===== src/hw/rtl/btr_pkg.sv =====
package btr_pkg;

    // One input request: a pixel, or a padding item after the frame.
    typedef struct packed {
        logic pixel_in;
        logic flush;
    } t_btr_in;

    // One result: the thinned pixel plus end-of-frame status.
    typedef struct packed {
        logic pixel_out;
        logic frame_end;
        logic pass_changed;
    } t_btr_out;

    // Register indexes (byte address bit 2).
    localparam logic BTR_REG_WIDTH  = 1'b0;
    localparam logic BTR_REG_HEIGHT = 1'b1;

    localparam logic [10:0] BTR_MIN_DIM    = 11'd3;
    localparam logic [10:0] BTR_MAX_HEIGHT = 11'd1024;

    localparam int unsigned BTR_SWEEPS    = 3;
    localparam int unsigned BTR_MIN_NBRS  = 2;
    localparam int unsigned BTR_CENTER    = 4;
    localparam int unsigned BTR_CELLS     = 9;

    // 3x3 neighborhood (self included) of each window cell, cell = 3*dy+dx.
    localparam logic [8:0] BTR_CELL_NBRS [BTR_CELLS] = '{
        9'h01B, 9'h03F, 9'h036,
        9'h0DB, 9'h1FF, 9'h1B6,
        9'h0D8, 9'h1F8, 9'h1B0
    };

    // Center may be cleared: all on-neighbors reached from the first one in
    // raster order by three in-place propagation sweeps, and at least two.
    function automatic logic f_removable(input logic [8:0] win);
        logic [8:0] prop;
        int         seed;
        int         cnt;
        seed = BTR_CELLS;
        cnt  = 0;
        for (int i = 0; i < BTR_CELLS; i++) begin
            if (seed == BTR_CELLS && i != BTR_CENTER && win[i]) begin
                seed = i;
            end
            if (win[i]) begin
                cnt = cnt + 1;
            end
        end
        if (seed == BTR_CELLS) begin
            return 1'b0;
        end
        prop       = '0;
        prop[seed] = 1'b1;
        for (int s = 0; s < BTR_SWEEPS; s++) begin
            for (int i = 0; i < BTR_CELLS; i++) begin
                if (prop[i]) begin
                    prop = prop | (BTR_CELL_NBRS[i] & win);
                end
            end
        end
        return (prop == win) && (cnt >= BTR_MIN_NBRS);
    endfunction

    // Indexed by the eight neighbors {cell8..cell5, cell3..cell0}.
    function automatic logic [255:0] f_build_remove_lut();
        logic [255:0] lut;
        logic [7:0]   nb;
        lut = '0;
        for (int idx = 0; idx < 256; idx++) begin
            nb       = 8'(idx);
            lut[idx] = f_removable({nb[7:4], 1'b0, nb[3:0]});
        end
        return lut;
    endfunction

    localparam logic [255:0] BTR_REMOVE_LUT = f_build_remove_lut();

endpackage


===== src/hw/rtl/binary_thinning_raster_pass_top.sv =====
// One in-place raster pass of connectivity-preserving 3x3 thinning over a binary
// image streamed one pixel per request. Program frame_width (byte address 0)
// and frame_height (byte address 4) while idle; each write restarts the pass.
// The block takes one request per clock and sustains one result per clock
// while the result channel does not stall: a request goes through an input
// stage (original-row line buffer read and write) and a window stage
// (final-row line buffer read and write, neighbor lookup) into an output
// register. Results lag the pixel stream by width+1 requests; after each
// frame the host sends width+1 flush requests, the last of which brings out
// the result flagged frame_end with pass_changed. Both line buffers are
// MAX_WIDTH x 1 bit and need no clearing after reset: the first row of
// every frame is a border row, so nothing is read before it is written.
// Repeat passes until pass_changed stays low.
module binary_thinning_raster_pass_top
    import btr_pkg::*;
#(
    parameter int unsigned MAX_WIDTH = 1024
) (
    input  logic        i_clk,
    input  logic        i_rst_n,
    // input pixel channel
    input  logic        i_in_valid,
    output logic        o_in_stall,
    input  t_btr_in     i_in_data,
    // result channel
    output logic        o_out_valid,
    input  logic        i_out_stall,
    output t_btr_out    o_out_data,
    // configuration
    input  logic        psel,
    input  logic        penable,
    input  logic        pwrite,
    input  logic [2:0]  paddr,
    input  logic [31:0] pwdata,
    output logic [31:0] prdata,
    output logic        pready
);

    localparam int unsigned CW = $clog2(MAX_WIDTH);   // column index bits
    localparam int unsigned EW = CW + 12;             // clamp compare width
    localparam logic [EW-1:0] MAX_W = EW'(MAX_WIDTH);

    // ------------------------------------------------------------------
    // Configuration registers
    // ------------------------------------------------------------------
    logic [10:0] r_frame_width;
    logic [10:0] r_frame_height;
    logic        cfg_we;

    assign pready = 1'b1;
    assign cfg_we = psel && penable && pwrite;

    always_ff @(posedge i_clk) begin
        if (!i_rst_n) begin
            r_frame_width  <= 11'd640;
            r_frame_height <= 11'd480;
        end else if (cfg_we) begin
            unique case (paddr[2])
                BTR_REG_WIDTH:  r_frame_width  <= pwdata[10:0];
                BTR_REG_HEIGHT: r_frame_height <= pwdata[10:0];
                default: ;
            endcase
        end
    end

    always_comb begin
        unique case (paddr[2])
            BTR_REG_WIDTH:  prdata = {21'd0, r_frame_width};
            BTR_REG_HEIGHT: prdata = {21'd0, r_frame_height};
            default:        prdata = '0;
        endcase
    end

    // Effective frame size: width clamped to [3, MAX_WIDTH], height to [3, 1024].
    logic [EW-1:0] w_ext;
    logic [EW-1:0] w_clamp;
    logic [CW:0]   eff_w;
    logic [CW:0]   w_m1;
    logic [CW-1:0] w_last;
    logic [10:0]   eff_h;
    logic [10:0]   h_last;

    always_comb begin
        w_ext = {{(CW + 1){1'b0}}, r_frame_width};
        if (w_ext < EW'(BTR_MIN_DIM)) begin
            w_clamp = EW'(BTR_MIN_DIM);
        end else if (w_ext > MAX_W) begin
            w_clamp = MAX_W;
        end else begin
            w_clamp = w_ext;
        end
        eff_w  = w_clamp[CW:0];
        w_m1   = eff_w - (CW + 1)'(1);
        w_last = w_m1[CW-1:0];

        if (r_frame_height < BTR_MIN_DIM) begin
            eff_h = BTR_MIN_DIM;
        end else if (r_frame_height > BTR_MAX_HEIGHT) begin
            eff_h = BTR_MAX_HEIGHT;
        end else begin
            eff_h = r_frame_height;
        end
        h_last = eff_h - 11'd1;
    end

    // ------------------------------------------------------------------
    // Handshake: input stage feeds the window stage, which loads the
    // output register. Requests that complete no window still pass the
    // window stage, since they shift the pixel history.
    // ------------------------------------------------------------------
    logic r_a_vld;
    logic r_o_vld;
    logic in_acc;
    logic out_free;
    logic b_fire;

    assign out_free   = !r_o_vld || !i_out_stall;
    assign b_fire     = r_a_vld && out_free;
    assign o_in_stall = r_a_vld && !b_fire;
    assign in_acc     = i_in_valid && !o_in_stall;

    // ------------------------------------------------------------------
    // Input stage: raster position of the incoming request and of the
    // pixel whose window it completes (one row and one column behind).
    // ------------------------------------------------------------------
    logic [10:0]   r_row;
    logic [CW-1:0] r_col;

    logic          a_pix;
    logic          a_in_frame;
    logic          a_proc;
    logic [10:0]   a_r;
    logic [CW-1:0] a_c;
    logic          a_interior;
    logic          a_last;
    logic [CW:0]   a_ahead;
    logic [CW:0]   a_ahead_wrap;
    logic [CW-1:0] a_rd;

    always_comb begin
        a_pix      = i_in_data.flush ? 1'b0 : i_in_data.pixel_in;
        a_in_frame = r_row < eff_h;
        a_proc     = (r_row >= 11'd2) || (r_row == 11'd1 && r_col != '0);
        if (r_col != '0) begin
            a_r = r_row - 11'd1;
            a_c = r_col - CW'(1);
        end else begin
            // first column: the window closes on the previous row's last pixel
            a_r = r_row - 11'd2;
            a_c = w_last;
        end
        a_interior = (a_r != 11'd0) && (a_r != h_last) && (a_c != '0) && (a_c != w_last);
        a_last     = (a_r == h_last) && (a_c == w_last);
        // final-row prefetch two columns ahead, wrapping into the next row
        a_ahead      = {1'b0, a_c} + (CW + 1)'(2);
        a_ahead_wrap = (a_ahead >= eff_w) ? (a_ahead - eff_w) : a_ahead;
        a_rd         = a_ahead_wrap[CW-1:0];
    end

    always_ff @(posedge i_clk) begin
        if (!i_rst_n) begin
            r_row <= '0;
            r_col <= '0;
        end else if (cfg_we) begin
            r_row <= '0;
            r_col <= '0;
        end else if (in_acc) begin
            if (a_proc && a_last) begin
                r_row <= '0;
                r_col <= '0;
            end else if (r_col == w_last) begin
                r_col <= '0;
                r_row <= r_row + 11'd1;
            end else begin
                r_col <= r_col + CW'(1);
            end
        end
    end

    always_ff @(posedge i_clk) begin
        if (!i_rst_n) begin
            r_a_vld <= 1'b0;
        end else if (in_acc) begin
            r_a_vld <= 1'b1;
        end else if (b_fire) begin
            r_a_vld <= 1'b0;
        end
    end

    // Original-pixel line buffer: read the previous row's pixel in this
    // column, then overwrite it with the current one.
    logic          r_orig_mem [MAX_WIDTH];
    logic          r_a_up;
    logic          r_a_pix;
    logic          r_a_proc;
    logic          r_a_interior;
    logic          r_a_last;
    logic [CW-1:0] r_a_col;
    logic [CW-1:0] r_a_rd;

    always_ff @(posedge i_clk) begin
        if (in_acc) begin
            r_a_up       <= r_orig_mem[r_col];
            if (a_in_frame) begin
                r_orig_mem[r_col] <= a_pix;
            end
            r_a_pix      <= a_pix;
            r_a_proc     <= a_proc;
            r_a_interior <= a_interior;
            r_a_last     <= a_last;
            r_a_col      <= a_c;
            r_a_rd       <= a_rd;
        end
    end

    // ------------------------------------------------------------------
    // Window stage. Cells 0..3 are final values (above row and left),
    // cells 5..8 original values (right and the row below).
    // ------------------------------------------------------------------
    logic r_p1;       // original, row below, center column
    logic r_p2;       // original, row below, left column
    logic r_upp;      // original center pixel
    logic r_f_ur;     // final, above right
    logic r_f_up;     // final, above
    logic r_f_dg;     // final, above left
    logic r_f_left;   // final, left
    logic r_any;

    logic       r_final_mem [MAX_WIDTH];
    logic [7:0] b_nbrs;
    logic       b_removed;
    logic       b_result;

    always_comb begin
        b_nbrs    = {r_a_pix, r_p1, r_p2, r_a_up, r_f_left, r_f_ur, r_f_up, r_f_dg};
        b_removed = r_upp && r_a_interior && BTR_REMOVE_LUT[b_nbrs];
        b_result  = r_upp && !b_removed;
    end

    always_ff @(posedge i_clk) begin
        if (b_fire) begin
            r_p1  <= r_a_pix;
            r_p2  <= r_p1;
            r_upp <= r_a_up;
            if (r_a_proc) begin
                r_final_mem[r_a_col] <= b_result;
                r_f_ur               <= r_final_mem[r_a_rd];
                r_f_up               <= r_f_ur;
                r_f_dg               <= r_f_up;
                r_f_left             <= b_result;
            end
        end
    end

    always_ff @(posedge i_clk) begin
        if (!i_rst_n) begin
            r_any <= 1'b0;
        end else if (cfg_we) begin
            r_any <= 1'b0;
        end else if (b_fire && r_a_proc) begin
            if (r_a_last) begin
                r_any <= 1'b0;
            end else if (b_removed) begin
                r_any <= 1'b1;
            end
        end
    end

    // ------------------------------------------------------------------
    // Output register
    // ------------------------------------------------------------------
    t_btr_out r_o_data;

    always_ff @(posedge i_clk) begin
        if (!i_rst_n) begin
            r_o_vld <= 1'b0;
        end else if (out_free) begin
            r_o_vld <= b_fire && r_a_proc;
        end
    end

    always_ff @(posedge i_clk) begin
        if (b_fire && r_a_proc) begin
            r_o_data.pixel_out    <= b_result;
            r_o_data.frame_end    <= r_a_last;
            r_o_data.pass_changed <= r_a_last && (r_any || b_removed);
        end
    end

    assign o_out_valid = r_o_vld;
    assign o_out_data  = r_o_data;

    // ------------------------------------------------------------------
    // Assertions
    // ------------------------------------------------------------------
    a_col_in_row: assert property (@(posedge i_clk) disable iff (!i_rst_n)
        r_col <= w_last)
        else $error("column counter past row end");

    a_row_bound: assert property (@(posedge i_clk) disable iff (!i_rst_n)
        r_row <= eff_h + 11'd1)
        else $error("row counter past flush rows");

    a_changed_on_end: assert property (@(posedge i_clk) disable iff (!i_rst_n)
        o_out_valid && o_out_data.pass_changed |-> o_out_data.frame_end)
        else $error("pass_changed without frame_end");

    a_result_source: assert property (@(posedge i_clk) disable iff (!i_rst_n)
        $rose(o_out_valid) |-> $past(r_a_vld && r_a_proc))
        else $error("result without a completed window");

endmodule

===== config.mk =====
export PLATFORM = sky130hd
export DESIGN_NAME = binary_thinning_raster_pass_top
export DESIGN_NICKNAME = d
export VERILOG_FILES = /design/src/hw/rtl/btr_pkg.sv /design/src/hw/rtl/binary_thinning_raster_pass_top.sv
export SDC_FILE = /design/constraint.sdc
export NUM_CORES = 2
export LEC_CHECK = 0
export BUFFER_PORTS_ARGS = -buffer_cell sky130_fd_sc_hd__buf_2
export CAP_MARGIN = 10
export CORE_MARGIN = 3
export CORE_UTILIZATION = 50
export CTS_BUF_LIST = sky130_fd_sc_hd__clkbuf_16
export CTS_CLUSTER_DIAMETER = 80
export DETAILED_ROUTE_END_ITERATION = 12
export GPL_TIMING_DRIVEN = 0
export HOLD_SLACK_MARGIN = 0.02
export MAX_ROUTING_LAYER = met4
export PLACE_DENSITY_LB_ADDON = 0.3
export SLEW_MARGIN = 10
export SYNTH_ARGS = -nofsm -noshare
export SYNTH_HDL_FRONTEND = slang
export SYNTH_SLANG_ARGS = --single-unit

===== constraint.sdc =====
create_clock -name i_clk -period 41.3 [get_ports i_clk]
set_input_delay 6.195 -clock i_clk [delete_from_list [all_inputs] [get_ports i_clk]]
set_output_delay 6.195 -clock i_clk [all_outputs]
set_load 0.05 [all_outputs]

Word level (Yosys, flattened, before mapping) --
Memories as Yosys holds them, arrays and structs flattened. A register that Yosys moved wholly into a read port is not among the register bits. Index checks and enable logic that the tools add are counted. Widths: inputs -> output; s select.
Word-level totals: flip-flop bits (word level) 79, memory bits (writable) 2048, ROM bits 256, input port bits 44, output and inout port bits 38, logic and storage cells 110, memories kept 3
Memories:
- r_final_mem | depth 1024, bits a word 1, rd ports 1, clocked after Yosys merged registers in 1, wr ports 1, line binary_thinning_raster_pass_top.sv:229 | logic r_final_mem [MAX_WIDTH];
- r_orig_mem | depth 1024, bits a word 1, rd ports 1, clocked after Yosys merged registers in 1, wr ports 1, line binary_thinning_raster_pass_top.sv:192 | logic r_orig_mem [MAX_WIDTH];
- (no name shown) | depth 256, bits a word 1, rd ports 1, clocked after Yosys merged registers in 0, wr ports 0, line binary_thinning_raster_pass_top.sv:236 | b_removed = r_upp && r_a_interior && BTR_REMOVE_LUT[b_nbrs];
Operators by class: $add $sub $neg 9, order comparisons 8, equal/unequal tests 6, mux-type cells 24, bitwise logic cells 2, reduce and logical (&&, ||, !) cells 36
Operator list (count):
- $mux 11 | 7
- $pmux 32 s2 | 1
- $mux 10 | 4
- $gt 11x11->1 const B | 2
- $lt 11x2->1 const B | 2
- $sub 11x1->11 const B | 2
- $eq 10x10->1 | 2
- $reduce_bool 10->1 | 2
- $sub 10x1->10 const B | 2
- $logic_and 1x1->1 | 16
- $mux 1 | 12
- $add 10x2->11 const B | 1
- $add 11x1->11 const B | 1
- $eq 11x1->1 const B | 1
- $eq 11x11->1 | 1
- $ge 11x11->1 | 1
- $ge 11x2->1 const B | 1
- $lt 11x11->1 | 1
- $ne 11x11->1 | 1
- $reduce_bool 11->1 | 1
- $sub 11x2->11 const B | 1
- $add 10x1->10 const B | 1
- $ne 10x10->1 | 1
- $reduce_and 2->1 | 5
- other kinds (7) | 16

Longest topological paths before layout --
word-level depth 10, mapped depth 25

Worst setup path before layout --
No wires, ideal clock.
path kind input-to-reg, from in i_in_data[0] (netlist bit), to reg r_a_pix, data pin, setup time 5.276 ns, arrival 31.276 ns, required time 36.024 ns, setup slack 4.748 ns, stages 1, path buffers 0, cell sequence nor2b_1
Between the ends: cells in the longest elaborated chain, start to end 1
RTL lines:
- start, declared | line binary_thinning_raster_pass_top.sv:24 | input t_btr_in i_in_data,
- $mux 1 | line binary_thinning_raster_pass_top.sv:141 | a_pix = i_in_data.flush ? 1'b0 : i_in_data.pixel_in;
- end signal, assigned | line binary_thinning_raster_pass_top.sv:207 | r_a_pix <= a_pix;
- end, declared | line binary_thinning_raster_pass_top.sv:194 | logic r_a_pix;
No other way between the ends. A chain may end at the register's enable or synchronous reset.

Worst setup path in the final report --
from in paddr[2], to out prdata[6]
Between the ends: cells in the longest elaborated chain, start to end 2
RTL lines:
- start, declared | line binary_thinning_raster_pass_top.sv:33 | input logic [2:0] paddr,
- $not 1->1
- $pmux 32 s2 (*) | line binary_thinning_raster_pass_top.sv:67 | unique case (paddr[2])
- end, declared | line binary_thinning_raster_pass_top.sv:35 | output logic [31:0] prdata,
Every way passes the cells marked *; elsewhere a longest branch is shown, timed or not. The select of a mux whose other input is x is not followed.

==> metrics <==
# clock sinks 2128; Placed Cells incl. Taps 9164; top cells by area, synth edfxtp_1, mux4_2, nor3_1, nor2_1, clkbuf_1; final worst setup slack 27630 ps; Slew headroom -5.385%; Place WS 27650 ps; Hold Buf Count CTS 0; Site Rows 159; fmax 73.16 MHz; setup bufs post-CTS 0; worst hold path endpoint o_out_data[1]; crit path time final 13670 ps; largest net degree at the start of global routing 54; worst slew pin tran 1581 ps; die area 0.1961 sq mm; final number of setup-violating endpoints 0; P per Cell Area 46.37 mW/mm^2; Fillers 14890; non-filler instance count after layout 9573; Register Area 0.06344 sq mm; overall power 0.004959 W; max_cap viols 2; CTS H-tree lvls 4; Syn-to-layout area delta 12.07%; leakage 29.74 nW; CP Launch Type primary input; Skew-Pair Late Insertion Delay 900 ps; RSZ-0062 raised after global routing no; Yosys warnings 0; critical path endpoint category primary output; largest area contributor in the synthesized netlist edfxtp_1; Placed Area 0.1001 sq mm; final WL 348700 microns; Pre-antenna DRT Iters 7; area of the multi-input gates 0.02912 sq mm; clk slew on worst S/H paths 70 ps; Via Count 66750; WP data arrival 7470 ps; CTS resizes 0; R2R Setup Slk 32350 ps; commonest non-fill, non-tap cells in the layout edfxtp_1, nor2_1, nor3_1; DRT iter0 DRCs 12130; worst path cell trace clkbuf_1 > buf_1 > mux2_2 > buf_2; synth unique cells 82; CP Class in2out; most common cell after layout, fill and taps aside edfxtp_1; CTS tree built; cell area after layout 0.1070 sq mm; initial antenna violation count 11; GRT Overall Usage 36.05%; Ports 82; port bufs 34; Initial Utilization 50.55%; R2R Path Start r_col[1]; Core Footprint 0.1888 sq mm; first-pass GRT wire length 479600 microns; share of layout cells above drive strength 1 16.23%; die width 442.9 microns; Reg2Reg Depth 22; number of global-route vias before repair 63230; Worst path slowest cell mux2_2; CTS Buffer Depth 3; CP Buf/Inv Count 3; CP delay by family, top buffers and inverters; Via density 6.973; FFs w/ async S/R, synth 0%; worst-path fanout max 10; HP Class reg2reg; Final period util 33.10%; CP max stage delay 380 ps; synthesized area 0.09543 sq mm; RR Endpoint r_a_rd[5]; TritonCTS buffer count 211; Post-Synthesis Cells 6555; average cell area after synthesis 14.56 sq um; DR WL/cell 36.42 microns; sequential element share of the synthesized area 66.48%; global route total overflow 0; Yosys top cell area share 65.51%; GPL Wtd Cong 1.021; Worst Min Path Start r_a_last; failing checks capacitance limit, slew limit; worst clock skew 91.73 ps; Nets 6964; most used flip-flop cell after synthesis edfxtp_1; Root Driver clkbuf_16; Slew Viols, Final 22; antenna viol nets, final 0; CP required 35100 ps; Fin. Hold Viols 0; setup tns final 0 ps; Post-synth EDFFs 2082; DRC errors left 0; peak supply drop 48.04 uV; run status finished, violations left; synthesis-stage register bit count 2128; detailed placement HPWL 227900 microns; Hold Crit Depth 0; Die Height 442.9 microns
==> kinds of logic (layout without fill, tap and decap cells) <==
kind of cell / Yosys count / in the layout / share of synthesized area (%)
AND/OR/NAND/NOR: 2638 / 2638 / 12.64
flip-flops: 2128 / 2128 / 66.48
buffers and inverters: 756 / 1243 / 3.130
multiplexers: 619 / 619 / 14.30
AO/OA/AOI/OAI: 317 / 317 / 2.398
XOR/XNOR: 60 / 60 / 0.5952
adder cells (fa/ha/maj): 35 / 35 / 0.4589
other: 2 / 38 / 0.007870
==> routing by layer <==
layer | vias to the layer above | GRT usage [%] | routed length (microns)
met5 | - | - | 0
met4 | 0 | 24.54 | 30480
met3 | 1538 | 10.70 | 47610
met2 | 5915 | 52.50 | 154600
met1 | 33290 | 43.54 | 115900
li1 | 26000 | - | -
==> Yosys cell counts (5+ instances only) <==
| cell type | n |
|---|---|
| edfxtp_1 | 2082 |
| nor2_1 | 1101 |
| nor3_1 | 864 |
| mux4_2 | 594 |
| clkbuf_1 | 588 |
| nand2_1 | 273 |
| nor4_1 | 177 |
| a22oi_1 | 101 |
| buf_1 | 83 |
| nand3_1 | 61 |
| o21ai_0 | 48 |
| nand4_1 | 47 |
| dfxtp_1 | 46 |
| xnor2_1 | 36 |
| ha_1 | 35 |
| a21oi_1 | 32 |
| buf_2 | 32 |
| inv_1 | 27 |
| buf_4 | 23 |
| xor2_1 | 21 |
| a221oi_1 | 20 |
| a22o_1 | 20 |
| a21boi_0 | 18 |
| mux2i_1 | 14 |
| or3_1 | 14 |
| nand2b_1 | 13 |
| nor3b_1 | 13 |
| o211ai_1 | 12 |
| mux2_2 | 11 |
| and2_1 | 10 |
| nor2b_1 | 10 |
| a31oi_1 | 9 |
| and3_1 | 9 |
| a21o_1 | 8 |
| and3b_1 | 8 |
| o21a_1 | 8 |
| nand3b_1 | 6 |
| or4_1 | 5 |
==> worst max-delay path by stage <==
stage / start / end / slack, ps / depth (start not counted)
6_report: paddr[2] / prdata[6] / 27630 / 4
3_5_place_dp: paddr[2] / prdata[4] / 27650 / 4
5_1_grt: paddr[2] / prdata[6] / 27500 / 4
3_3_place_gp: i_in_data[1] / r_orig_mem[844] / -13620 / 2
4_1_cts: paddr[2] / prdata[4] / 27660 / 4
2_1_floorplan: i_in_data[0] / r_a_pix / 4750 / 1
==> state kept, by name, summed over array words and instances, names as in the netlist, 2 cells and up <==
signal and cells:
o_out_data 2, r_a_col 10, r_a_rd 10, r_col 10
r_final_mem 1024, r_frame_height 11, r_frame_width 11, r_orig_mem 1024
r_row 11
==> area by class of cell <==
| cell class | instances | share of cell area (%) |
|---|---|---|
| Sequential cell | 2128 | 59.32 |
| Multi-Input combinational cell | 3691 | 27.23 |
| Clock buffer | 214 | 5.007 |
| Tap cell | 2495 | 2.919 |
| Buffer | 729 | 2.782 |
| Clock inverter | 176 | 1.311 |
| Timing Repair Buffer | 97 | 1.306 |
| Inverter | 27 | 0.09476 |
| Antenna cell | 16 | 0.03744 |
==> through the flow <==
| stage | util [%] | hold slack (ps) |
|---|---|---|
| floorplan | - | 442.4 |
| global placement | 52.33 | 483.9 |
| detailed placement | 53.02 | 484.8 |
| CTS | 56.60 | 495.5 |
| global route | 56.64 | 524.7 |
| finish | 56.65 | 486.9 |
==> power by group <==
part	leakage, nW	switching, W	internal (W)
Combinational	8.29	0.000406	0.000245
Sequential	18.0	0.00000826	0.00239
Clock	3.46	0.000873	0.00104
Power figures use the tool's default switching activity.
